`src/grc_pkg.sv`:
```
`timescale 1ns / 1ps
// ----------------------------------------------------------------------------
// grc_pkg
// Shared constants, types and action codes for the reachability closure core.
// ----------------------------------------------------------------------------
package grc_pkg;

    localparam int MAX_NODES = 32;
    localparam int IDX_W     = $clog2(MAX_NODES);
    localparam int CNT_W     = IDX_W + 1;
    localparam int CFG_W     = 6;
    localparam int ACT_W     = 2;

    typedef logic [MAX_NODES-1:0] t_row;
    typedef logic [IDX_W-1:0]     t_idx;
    typedef logic [CNT_W-1:0]     t_cnt;

    typedef enum logic [ACT_W-1:0] {
        ACT_ADD   = 2'd0,
        ACT_CLOSE = 2'd1,
        ACT_QUERY = 2'd2,
        ACT_NONE  = 2'd3
    } t_action;

    // one port request to a row memory: one write and one read per cycle
    typedef struct packed {
        logic we;
        t_idx waddr;
        t_row wdata;
        t_idx raddr;
    } t_mem_req;

endpackage

```
`src/grc_in_if.sv`:
```
`timescale 1ns / 1ps
// ----------------------------------------------------------------------------
// grc_in_if
// Command channel: action plus source and destination node index.
// ----------------------------------------------------------------------------
interface grc_in_if;
    import grc_pkg::*;

    logic             valid;
    logic             ready;
    logic [ACT_W-1:0] action;
    logic [IDX_W-1:0] src_node;
    logic [IDX_W-1:0] dest_node;

    modport source (output valid, output action, output src_node, output dest_node,
                    input ready);
    modport sink   (input valid, input action, input src_node, input dest_node,
                    output ready);
endinterface

```
`src/grc_out_if.sv`:
```
`timescale 1ns / 1ps
// ----------------------------------------------------------------------------
// grc_out_if
// Result channel: reachability answer and index error flag.
// ----------------------------------------------------------------------------
interface grc_out_if;
    logic valid;
    logic ready;
    logic reachable;
    logic index_error;

    modport source (output valid, output reachable, output index_error, input ready);
    modport sink   (input valid, input reachable, input index_error, output ready);
endinterface

```
`src/grc_cfg_if.sv`:
```
`timescale 1ns / 1ps
// ----------------------------------------------------------------------------
// grc_cfg_if
// Configuration write channel carrying the node count register value.
// ----------------------------------------------------------------------------
interface grc_cfg_if;
    import grc_pkg::*;

    logic             valid;
    logic             ready;
    logic [CFG_W-1:0] data;

    modport source (output valid, output data, input ready);
    modport sink   (input valid, input data, output ready);
endinterface

```
`src/grc_rowmem.sv`:
```
`timescale 1ns / 1ps
// ----------------------------------------------------------------------------
// grc_rowmem
// Bit-matrix row store: one write and one registered read per cycle.
// Per-row valid bits make rows never written since reset read as zero.
// ----------------------------------------------------------------------------
module grc_rowmem (
    input  logic              i_clk,
    input  logic              i_rst_n,
    input  grc_pkg::t_mem_req i_req,
    output grc_pkg::t_row     o_rdata
);
    import grc_pkg::*;

    t_row                 mem [MAX_NODES];
    logic [MAX_NODES-1:0] r_vld;
    t_row                 r_rdata;
    logic                 r_rvld;

    always_ff @(posedge i_clk) begin
        if (i_req.we) begin
            mem[i_req.waddr] <= i_req.wdata;
        end
        r_rdata <= mem[i_req.raddr];
    end

    always_ff @(posedge i_clk) begin
        if (!i_rst_n) begin
            r_vld  <= '0;
            r_rvld <= 1'b0;
        end else begin
            r_rvld <= r_vld[i_req.raddr];
            if (i_req.we) begin
                r_vld[i_req.waddr] <= 1'b1;
            end
        end
    end

    assign o_rdata = r_rvld ? r_rdata : '0;

endmodule

```
`src/grc_ctrl.sv`:
```
`timescale 1ns / 1ps
// ----------------------------------------------------------------------------
// grc_ctrl
// Action sequencer: edge read-modify-write, query lookup, and the Warshall
// closure sweep over the two row memories; holds the result word register.
// ----------------------------------------------------------------------------
module grc_ctrl (
    input  logic              i_clk,
    input  logic              i_rst_n,
    input  grc_pkg::t_cnt     i_nodes,
    grc_in_if.sink            i_in,
    grc_out_if.source         o_out,
    output grc_pkg::t_mem_req o_adj_req,
    input  grc_pkg::t_row     i_adj_rdata,
    output grc_pkg::t_mem_req o_reach_req,
    input  grc_pkg::t_row     i_reach_rdata
);
    import grc_pkg::*;

    typedef enum logic [9:0] {
        S_IDLE  = 10'b00_0000_0001,
        S_EDGE  = 10'b00_0000_0010,
        S_QRY   = 10'b00_0000_0100,
        S_CP_RD = 10'b00_0000_1000,
        S_CP_WR = 10'b00_0001_0000,
        S_K_RD  = 10'b00_0010_0000,
        S_K_LAT = 10'b00_0100_0000,
        S_I_RD  = 10'b00_1000_0000,
        S_I_WR  = 10'b01_0000_0000,
        S_DONE  = 10'b10_0000_0000
    } t_state;

    t_state r_state, n_state;
    t_idx   r_src, n_src;
    t_idx   r_dest, n_dest;
    t_cnt   r_n, n_n;
    t_cnt   r_i, n_i;
    t_cnt   r_k, n_k;
    t_row   r_rowk, n_rowk;
    logic   r_res_reach, n_res_reach;
    logic   r_res_err, n_res_err;
    logic   r_ovld, n_ovld;
    logic   r_oreach, n_oreach;
    logic   r_oerr, n_oerr;

    logic   accept;
    logic   bad;
    t_row   col_mask;
    t_cnt   i_inc;
    t_cnt   k_inc;

    assign i_in.ready        = (r_state == S_IDLE);
    assign accept            = i_in.valid && i_in.ready;
    assign bad               = ({1'b0, i_in.src_node} >= i_nodes)
                            || ({1'b0, i_in.dest_node} >= i_nodes);
    assign i_inc             = r_i + t_cnt'(1);
    assign k_inc             = r_k + t_cnt'(1);
    assign o_out.valid       = r_ovld;
    assign o_out.reachable   = r_oreach;
    assign o_out.index_error = r_oerr;

    // columns that take part in the closure
    always_comb begin
        for (int j = 0; j < MAX_NODES; j++) begin
            col_mask[j] = (t_cnt'(j) < r_n);
        end
    end

    always_comb begin
        n_state     = r_state;
        n_src       = r_src;
        n_dest      = r_dest;
        n_n         = r_n;
        n_i         = r_i;
        n_k         = r_k;
        n_rowk      = r_rowk;
        n_res_reach = r_res_reach;
        n_res_err   = r_res_err;
        n_ovld      = r_ovld && !o_out.ready;
        n_oreach    = r_oreach;
        n_oerr      = r_oerr;
        o_adj_req   = '0;
        o_reach_req = '0;

        case (r_state)
            S_IDLE: begin
                if (accept) begin
                    n_src       = i_in.src_node;
                    n_dest      = i_in.dest_node;
                    n_n         = i_nodes;
                    n_i         = '0;
                    n_k         = '0;
                    n_res_reach = 1'b0;
                    n_res_err   = 1'b0;
                    n_state     = S_DONE;
                    case (t_action'(i_in.action))
                        ACT_ADD: begin
                            if (bad) begin
                                n_res_err = 1'b1;
                            end else if (i_in.src_node != i_in.dest_node) begin
                                o_adj_req.raddr = i_in.src_node;
                                n_state         = S_EDGE;
                            end
                        end
                        ACT_QUERY: begin
                            if (bad) begin
                                n_res_err = 1'b1;
                            end else begin
                                o_reach_req.raddr = i_in.src_node;
                                n_state           = S_QRY;
                            end
                        end
                        ACT_CLOSE: begin
                            n_state = S_CP_RD;
                        end
                        default: begin
                            n_state = S_DONE;
                        end
                    endcase
                end
            end
            S_EDGE: begin
                o_adj_req.we    = 1'b1;
                o_adj_req.waddr = r_src;
                o_adj_req.wdata = i_adj_rdata | (t_row'(1) << r_dest);
                n_state         = S_DONE;
            end
            S_QRY: begin
                n_res_reach = i_reach_rdata[r_dest];
                n_state     = S_DONE;
            end
            S_CP_RD: begin
                o_adj_req.raddr = r_i[IDX_W-1:0];
                n_state         = S_CP_WR;
            end
            S_CP_WR: begin
                // rows outside the live range are cleared
                o_reach_req.we    = 1'b1;
                o_reach_req.waddr = r_i[IDX_W-1:0];
                o_reach_req.wdata = (r_i < r_n) ? (i_adj_rdata & col_mask) : '0;
                if (r_i == t_cnt'(MAX_NODES - 1)) begin
                    n_i     = '0;
                    n_state = (r_n == '0) ? S_DONE : S_K_RD;
                end else begin
                    n_i     = i_inc;
                    n_state = S_CP_RD;
                end
            end
            S_K_RD: begin
                o_reach_req.raddr = r_k[IDX_W-1:0];
                n_state           = S_K_LAT;
            end
            S_K_LAT: begin
                n_rowk  = i_reach_rdata;
                n_i     = '0;
                n_state = S_I_RD;
            end
            S_I_RD: begin
                o_reach_req.raddr = r_i[IDX_W-1:0];
                n_state           = S_I_WR;
            end
            S_I_WR: begin
                if (i_reach_rdata[r_k[IDX_W-1:0]]) begin
                    o_reach_req.we    = 1'b1;
                    o_reach_req.waddr = r_i[IDX_W-1:0];
                    o_reach_req.wdata = i_reach_rdata | r_rowk;
                end
                if (i_inc == r_n) begin
                    n_i = '0;
                    if (k_inc == r_n) begin
                        n_state = S_DONE;
                    end else begin
                        n_k     = k_inc;
                        n_state = S_K_RD;
                    end
                end else begin
                    n_i     = i_inc;
                    n_state = S_I_RD;
                end
            end
            S_DONE: begin
                if (!r_ovld || o_out.ready) begin
                    n_ovld   = 1'b1;
                    n_oreach = r_res_reach;
                    n_oerr   = r_res_err;
                    n_state  = S_IDLE;
                end
            end
            default: begin
                n_state = S_IDLE;
            end
        endcase
    end

    always_ff @(posedge i_clk) begin
        if (!i_rst_n) begin
            r_state <= S_IDLE;
            r_ovld  <= 1'b0;
            r_i     <= '0;
            r_k     <= '0;
        end else begin
            r_state <= n_state;
            r_ovld  <= n_ovld;
            r_i     <= n_i;
            r_k     <= n_k;
        end
    end

    always_ff @(posedge i_clk) begin
        r_src       <= n_src;
        r_dest      <= n_dest;
        r_n         <= n_n;
        r_rowk      <= n_rowk;
        r_res_reach <= n_res_reach;
        r_res_err   <= n_res_err;
        r_oreach    <= n_oreach;
        r_oerr      <= n_oerr;
    end

endmodule

```
`src/graph_reachability_closure_core.sv`:
```
`timescale 1ns / 1ps
// ----------------------------------------------------------------------------
// graph_reachability_closure_core
// Directed-graph adjacency store with on-demand boolean transitive closure.
// ----------------------------------------------------------------------------
// Usage:
//   i_cfg  : node_count write word (always ready); write only while idle.
//            Values above MAX_NODES act as MAX_NODES.
//   i_in   : command word {action, src_node, dest_node}. Add edge sets one
//            adjacency bit, closure rebuilds the reachability matrix,
//            query reads one reachability bit.
//   o_out  : one result word per command {reachable, index_error}.
// Sequencing:
//   Add edge and query: row read on the accept edge, then write-back or bit
//   select, then result load.
//   Out-of-range index or unused action: no memory access, straight to the result load.
//   Closure, for n live nodes, follows the single read/write port pair of
//   the reach row memory: a copy pass over all rows, then per pivot one
//   row read and a read-modify-write per row.
//   One command in flight; ready is high only while the sequencer idles.
// Reset: both matrices read as zero (per-row valid bits), node_count = 32.
// Stall: the result register holds its word until taken; the next command
//   is accepted meanwhile and its result waits in the sequencer.
// ----------------------------------------------------------------------------
module graph_reachability_closure_core (
    input  logic      i_clk,
    input  logic      i_rst_n,
    grc_cfg_if.sink   i_cfg,
    grc_in_if.sink    i_in,
    grc_out_if.source o_out
);
    import grc_pkg::*;

    logic [CFG_W-1:0] r_node_count;
    t_cnt             eff_nodes;
    t_mem_req         adj_req;
    t_mem_req         reach_req;
    t_row             adj_rdata;
    t_row             reach_rdata;

    // config register: always ready
    assign i_cfg.ready = 1'b1;

    always_ff @(posedge i_clk) begin
        if (!i_rst_n) begin
            r_node_count <= CFG_W'(MAX_NODES);
        end else if (i_cfg.valid) begin
            r_node_count <= i_cfg.data;
        end
    end

    // clamp to the matrix size
    assign eff_nodes = (r_node_count > CFG_W'(MAX_NODES)) ? t_cnt'(MAX_NODES)
                                                          : t_cnt'(r_node_count);

    grc_ctrl u_ctrl (
        .i_clk         (i_clk),
        .i_rst_n       (i_rst_n),
        .i_nodes       (eff_nodes),
        .i_in          (i_in),
        .o_out         (o_out),
        .o_adj_req     (adj_req),
        .i_adj_rdata   (adj_rdata),
        .o_reach_req   (reach_req),
        .i_reach_rdata (reach_rdata)
    );

    // adjacency matrix, one row per source node
    grc_rowmem u_adj_mem (
        .i_clk   (i_clk),
        .i_rst_n (i_rst_n),
        .i_req   (adj_req),
        .o_rdata (adj_rdata)
    );

    // reachability matrix, rebuilt in place by each closure
    grc_rowmem u_reach_mem (
        .i_clk   (i_clk),
        .i_rst_n (i_rst_n),
        .i_req   (reach_req),
        .o_rdata (reach_rdata)
    );

endmodule

```
`src/flat_wrapper.sv`:
```
// flat-port wrapper written by rule: the top's interface ports become plain ports
module graph_reachability_closure_core_flat import grc_pkg::*;
  (i_clk, i_rst_n, i_cfg_valid, i_cfg_data, i_cfg_ready, i_in_valid, i_in_action, i_in_src_node, i_in_dest_node, i_in_ready, o_out_valid, o_out_reachable, o_out_index_error, o_out_ready);
  grc_cfg_if i_cfg_i ();
  grc_in_if i_in_i ();
  grc_out_if o_out_i ();
  input  logic i_clk;
  input  logic i_rst_n;
  input wire logic [$bits(i_cfg_i.valid)-1:0] i_cfg_valid;
  input wire logic [$bits(i_cfg_i.data)-1:0] i_cfg_data;
  output wire logic [$bits(i_cfg_i.ready)-1:0] i_cfg_ready;
  input wire logic [$bits(i_in_i.valid)-1:0] i_in_valid;
  input wire logic [$bits(i_in_i.action)-1:0] i_in_action;
  input wire logic [$bits(i_in_i.src_node)-1:0] i_in_src_node;
  input wire logic [$bits(i_in_i.dest_node)-1:0] i_in_dest_node;
  output wire logic [$bits(i_in_i.ready)-1:0] i_in_ready;
  output wire logic [$bits(o_out_i.valid)-1:0] o_out_valid;
  output wire logic [$bits(o_out_i.reachable)-1:0] o_out_reachable;
  output wire logic [$bits(o_out_i.index_error)-1:0] o_out_index_error;
  input wire logic [$bits(o_out_i.ready)-1:0] o_out_ready;
  assign i_cfg_i.valid = i_cfg_valid;
  assign i_cfg_i.data = i_cfg_data;
  assign i_cfg_ready = i_cfg_i.ready;
  assign i_in_i.valid = i_in_valid;
  assign i_in_i.action = i_in_action;
  assign i_in_i.src_node = i_in_src_node;
  assign i_in_i.dest_node = i_in_dest_node;
  assign i_in_ready = i_in_i.ready;
  assign o_out_valid = o_out_i.valid;
  assign o_out_reachable = o_out_i.reachable;
  assign o_out_index_error = o_out_i.index_error;
  assign o_out_i.ready = o_out_ready;
  graph_reachability_closure_core u_core (.i_clk(i_clk), .i_rst_n(i_rst_n), .i_cfg(i_cfg_i), .i_in(i_in_i), .o_out(o_out_i));
endmodule
```
`config.mk`:
```
export PLATFORM = sky130hd
export DESIGN_NAME = graph_reachability_closure_core_flat
export DESIGN_NICKNAME = d
export VERILOG_FILES = /design/src/grc_pkg.sv /design/src/grc_in_if.sv /design/src/grc_out_if.sv /design/src/grc_cfg_if.sv /design/src/grc_rowmem.sv /design/src/grc_ctrl.sv /design/src/graph_reachability_closure_core.sv /design/src/flat_wrapper.sv
export SDC_FILE = /design/constraint.sdc
export NUM_CORES = 2
export LEC_CHECK = 0
export BUFFER_PORTS_ARGS = -buffer_cell sky130_fd_sc_hd__clkbuf_2
export CAP_MARGIN = 15
export CORE_UTILIZATION = 48
export CTS_BUF_LIST = sky130_fd_sc_hd__clkbuf_4 sky130_fd_sc_hd__clkbuf_8 sky130_fd_sc_hd__clkbuf_16
export CTS_CLUSTER_SIZE = 8
export DETAILED_ROUTE_END_ITERATION = 10
export PLACE_DENSITY = 0.65
export SYNTH_ARGS = -nofsm -noshare
export SYNTH_HDL_FRONTEND = slang
export SYNTH_HIERARCHICAL = 1
export SYNTH_SLANG_ARGS = --single-unit
```
`constraint.sdc`:
```
create_clock -name i_clk -period 4.4 [get_ports i_clk]
set_clock_uncertainty 0.05 [all_clocks]
set_input_delay 0.22 -clock i_clk [delete_from_list [all_inputs] [get_ports i_clk]]
set_output_delay 0.22 -clock i_clk [all_outputs]
set_load 0.01 [all_outputs]
```
# == Word-level counts from Yosys, hierarchy flattened ==
# Memory sizes are Yosys's and may differ from the RTL's. A register that Yosys moved wholly into a read port is not among the register bits.
# Index checks and enable logic that the tools add are counted.
# op_classes
add_sub_neg,2
muxes,55
n_eq_ne,20
n_reduce_logical,21
bitwise,5
shifts,1
order_cmp,44
# op_table
op,count
$or 32x32->32,4
$lt 5x6->1 const A,16
$mux 32,3
$mux 10,9
$pmux 10 s9,1
$mux 38,2
$pmux 38 s2,1
$lt 4x6->1 const A,8
$lt 5x6->1 const B,6
$mux 6,6
$mux 5,7
$and 32x32->32,1
$shl 1x5->32 const A,1
$pmux 10 s3,1
$lt 3x6->1 const A,4
$pmux 6 s4,1
$bmux 1 s5,4
$pmux 5 s3,1
$mux 1,14
$add 6x1->6 const B,2
$eq 6x6->1,2
$ge 5x6->1,2
$lt 1x6->1 const A,2
$lt 2x6->1 const A,2
other kinds (33),48
# word_totals
word_cells,167
inputBits,23
mem_bits_rw,2048
out_inout_bits,5
mem_count,2
regBits,147
# mem_list
name,words,word_bits,rd,rd_clocked_by_memory_dff,write_ports,line,text
u_core.u_adj_mem.mem,32,32,1,1,1,grc_rowmem.sv:15,t_row mem [MAX_NODES];
u_core.u_reach_mem.mem,32,32,1,1,1,grc_rowmem.sv:15,

# == Logic depth before layout (Yosys ltp) ==
# depth
word_depth,10
mapped_depth,15
depth_no_buf,12

# == Modules after synthesis ==
# The synthesis kept the hierarchy.
# modules_own_cells
mod,area_each_um2,cells_per_inst,instances,seq_area_each_um2
grc_rowmem at u_core.u_adj_mem,40986.8,1660,1,32050.7
grc_rowmem at u_core.u_reach_mem,40940.5,1661,1,32050.7
grc_ctrl,5580.4,611,1,2021.9
graph_reachability_closure_core,272.8,27,1,120.1

# == Worst setup path before layout ==
# OpenSTA, ideal clock, no wires.
# synth_path
kind,register to register
from,register u_core.u_ctrl.r_k[0]
to,"memory u_core/u_reach_mem/mem[28][0] (netlist name), enable pin"
path_slack_ns,-0.345
required_ns,3.927
synth_period_minus_slack_ns,4.745
arrival_ns,4.273
stages_incl_launch_ff,11
n_path_buf,2
setup_time_ns,0.423
path_cell_list,dfxtp_1 > buf_2 > mux4_2 > mux4_2 > mux2i_1 > nor2_1 > nor2_1 > nor2b_1 > or3b_2 > clkbuf_1 > nor2_1
# synth_lines
item,line,text
start: declaration,grc_ctrl.sv:38,"t_cnt r_k, n_k;"
start signal: assignment,grc_ctrl.sv:205,r_k <= n_k;
end: declaration,grc_rowmem.sv:15,

==> results by group <==
Drt
  – DRT iter0 DRCs: around 6000
  – Wirelength per Cell: 32.7 µm
  – Routed vias/inst: between 6 and 7
  – DRT Pass-1 Iters: 6
  – Via Count: 44400
  – Post-DRT Antenna Nets: 0
  – DRC: 0
  – WL final: 230000 µm

Placed design
  – Placed cell areas: 94700 µm²
  – GPL Wtd Cong: roughly 0.84
  – Number of I/O port buffers: 26
  – DP Wirelength: approximately 130000 µm

Clock tree
  – CTS tree: done
  – Worst-Skew Late Latency: approximately 0.93 ns
  – H-tree depth: 5
  – CTS root buffer: clkbuf_16
  – Clock-pin slew on the worst setup and hold paths: roughly 0.05 ns
  – Clk buf depth: 4
  – CTS buffer count: ~330
  – # clock sinks: 2259

Critical path
  – Critical path arrival: around 5.0 ns
  – Type of origin of the critical path: register
  – Worst Path Required: between 5 and 6 ns
  – Reg2reg setup slack: roughly 0.17 ns
  – Crit path cell chain: nor4_1, and3_1, nand2_1, nor2_1, nand3_1, o21ai_4, buf_12, buf_12, buf_4, mux4_2, mux4_2, mux2_2
  – Worst reg2reg startpoint: u_core/u_ctrl/r_state[6]
  – Max incr delay on CP: between 0.5 and 0.6 ns
  – Worst-path fanout max: 20
  – Crit-path slowest cell: mux4_2
  – CP Capture Type: register
  – Critical path class: reg2reg
  – Worst Setup SP: u_core/u_ctrl/r_state[6]

Synthesis
  – Post-synth EDFFs: 2100
  – #FFs+latches synth: 2259
  – Top_reg_cell synth: edfxtp_1
  – Post-synthesis area per instance: roughly 22 µm²
  – Async SR Flop Fraction: 0%
  – Post-synthesis sequential area ratio: 75.5%
  – Syn nets: 4000
  – Post-synth cell types: approximately 80
  – Syn. warnings: 6
  – Top cell type's share of synthesized area: between 70% and 80%
  – Ranking of synthesized cells by area: edfxtp_1, mux4_2, dfxtp_1, mux2_2, o21a_1
  – Largest area contributor in the netlist: edfxtp_1
  – Synthesized cell area: 87800 µm²
  – Cells after Synth: slightly below 4000

Timing
  – Slew HR: between 10% and 20%
  – RSZ-0062 raised after global routing: false
  – Fin Hold WS: ~0.17 ns
  – Minimum clock period: 4.23 ns
  – Highest clock rate: 237 MHz
  – Count of final hold-check violations: 0
  – TNS Setup: 0 ns
  – Max Slew Vio Count: 0
  – Final setup violating endpoints: 0
  – Final period util: 96.1%
  – Worst slew pin tran: between 1 and 1.5 ns

Die
  – Die Y: about 430 µm
  – Initial Util: between 40% and 50%
  – Core ar.: between 150000 and 200000 µm²
  – Top-Level Pins: 28
  – Die width: ~430 µm
  – Site row count: between 150 and 200
  – Die footprint: roughly 180000 µm²

Job
  – MaxCap Viol Count: 0

Worst hold path
  – HP Start: i_in_dest_node[3]
  – Type of the most critical hold path: in2reg

GRT
  – First-pass GRT wire length: roughly 330000 µm
  – GRT Residual Overflow: 0
  – Total Routing Usage GR: about a quarter
  – Largest net degree at the start of global routing: 80
  – Initial antenna violation count: 10
  – Vias in the first global route: between 40000 and 50000

Power and ir drop
  – PD cells: 458 nW/µm²
  – Leakage: ~32 nW
  – VDD IR max: roughly 0.33 mV

Finish
  – Area grow syn2layout: 19.6%
  – Final net count: approximately 4500
  – Layout cells sized above 1: between 30% and 40%
  – Fin area: between 100000 and 150000 µm²
  – Fin util: just under 60%

Run status
  – Status: complete, no violations
-- cells in the final DEF, fill, tap and decap left out, types with 6 or more instances in the layout --
master,n
or3b_2,6
xnor2_1,12
o31ai_4,24
mux2_2,69
clkbuf_4,202
edfxtp_1,2100
nor2_2,14
clkbuf_16,333
dlygate4sd3_1,29
mux4_2,672
nand3b_1,12
ha_1,18
o41ai_4,7
nor2_4,64
nor2b_1,26
buf_4,190
mux2i_1,17
inv_1,29
nand3_1,21
buf_12,117
o21a_1,70
o21ai_0,64
nand2_1,40
nor2_1,60
dfxtp_1,159
and3_1,8
and2_1,75
xor2_1,11
a21oi_1,46
o211ai_1,6
clkbuf_2,25
nor3b_1,6
-- routing by layer --
layer | global-route usage (%) | vias up | part of all wire [%]
li1 | - | 17700 | -
met1 | 37.4 | 23900 | 41
met2 | 37.8 | 2429 | 46
met3 | 4.72 | 355 | 9.6
met4 | 7.40 | 0 | 2.6
met5 | 0 | - | 0
-- power breakdown --
part	leakage (nW)	switching, mW	internal (mW)
sequential	19.8	0.0906	23.2
clock	5.08	8.67	15.2
combinational	6.79	0.533	0.402
total	31.7	9.29	38.8
-- worst max-delay path: cells and delay by family (launching register included) --
family,cells,cell delay (ns)
AOI/OAI and AO/OA,1,0.20
DFF,1,0.39
muxes,3,1.32
buffers and inverters,3,0.62
and+or+nand+nor,5,1.45
-- state kept, by name, summed over array words and instances, names as in the netlist, 10 cells and up --
register,flops
u_core/u_ctrl/r_state,10
u_core/u_ctrl/r_rowk,32
u_core/u_reach_mem/r_vld,32
u_core/u_adj_mem/r_vld,32
u_core/u_reach_mem/r_rdata,32
u_core/u_adj_mem/mem,1024
u_core/u_reach_mem/mem,1024
u_core/u_adj_mem/r_rdata,32
-- final timing paths --
kind | to | depth (start not counted)
worst min register to register | u_core/u_ctrl/o_out.reachable | 0
worst min-delay path | u_core/u_ctrl/r_dest[3] | 2
worst max register to register | u_core/u_reach_mem/r_rdata[9] | 12
worst max-delay path | u_core/u_reach_mem/r_rdata[9] | 12
-- synthesized netlist by cell type (all sizes together) (3+ instances only) --
master      n
inv        30
o2111a      5
nor2b      26
a22oi       5
nor2      138
a21o        3
mux2       70
a21oi      46
buf        87
o21ai      69
and2       76
o41ai      11
xnor2      12
mux2i      17
or3         4
edfxtp   2100
nand2      41
o31ai      26
nand2b      6
nor3        6
nand3      21
nand3b     12
dfxtp     159
o21a       71
nor4b       3
nor4        6
and3        8
mux4      672
nor3b       7
a21boi      3
xor2       11
ha         18
nand4       3
o31a        3
a2111oi     3
or3b        6
a22o        8
clkbuf    128
o211ai      6
-- cell type report --
| type | count | area, µm² |
|---|---|---|
| Clock inverter | 7 | 76.3 |
| Clock buffer | 536 | 9860 |
| Tap cell | 2370 | 2970 |
| Inverter | 32 | 120 |
| Fill cell | 12700 | 76100 |
| Multi-Input combinational cell | 1453 | 21500 |
| Antenna cell | 1 | 2.50 |
| Sequential cell | 2259 | 66200 |
| Timing Repair Buffer | 367 | 4260 |
-- what timing repair did --
item                                   4_1_cts  5_1_grt
setup buffers                                0        0
endpoints found under the hold margin       39        0
hold buffers                                29        0
gates resized for setup                      0        0
-- cell families (layout without fill, tap and decap cells) --
group           count (synthesis)  after routing  share of synthesized area, %
flops                        2259           2259                          75.5
mux                           759            759                          18.3
simple gates                  376            376                          2.27
compound gates                276            276                          2.13
buf+inv                       247            942                          1.31
xor+xnor                       23             23                         0.229
fa+ha+maj                      18             18                         0.257
other cells                     1              2                       0.00427
-- per-stage QoR --
stage / total power, mW / setup WS (ns) / instances
2_1_floorplan: 24.2 / -0.345 / 3959
3_3_place_gp: 24.6 / 0.271 / 6447
3_5_place_dp: 24.6 / 0.267 / 6447
4_1_cts: 48.4 / 0.226 / 7019
5_1_grt: 49.3 / 0.0554 / 7024
6_report: 48.1 / 0.172 / 7025
Note: power is estimated with default switching activity, not from simulation.
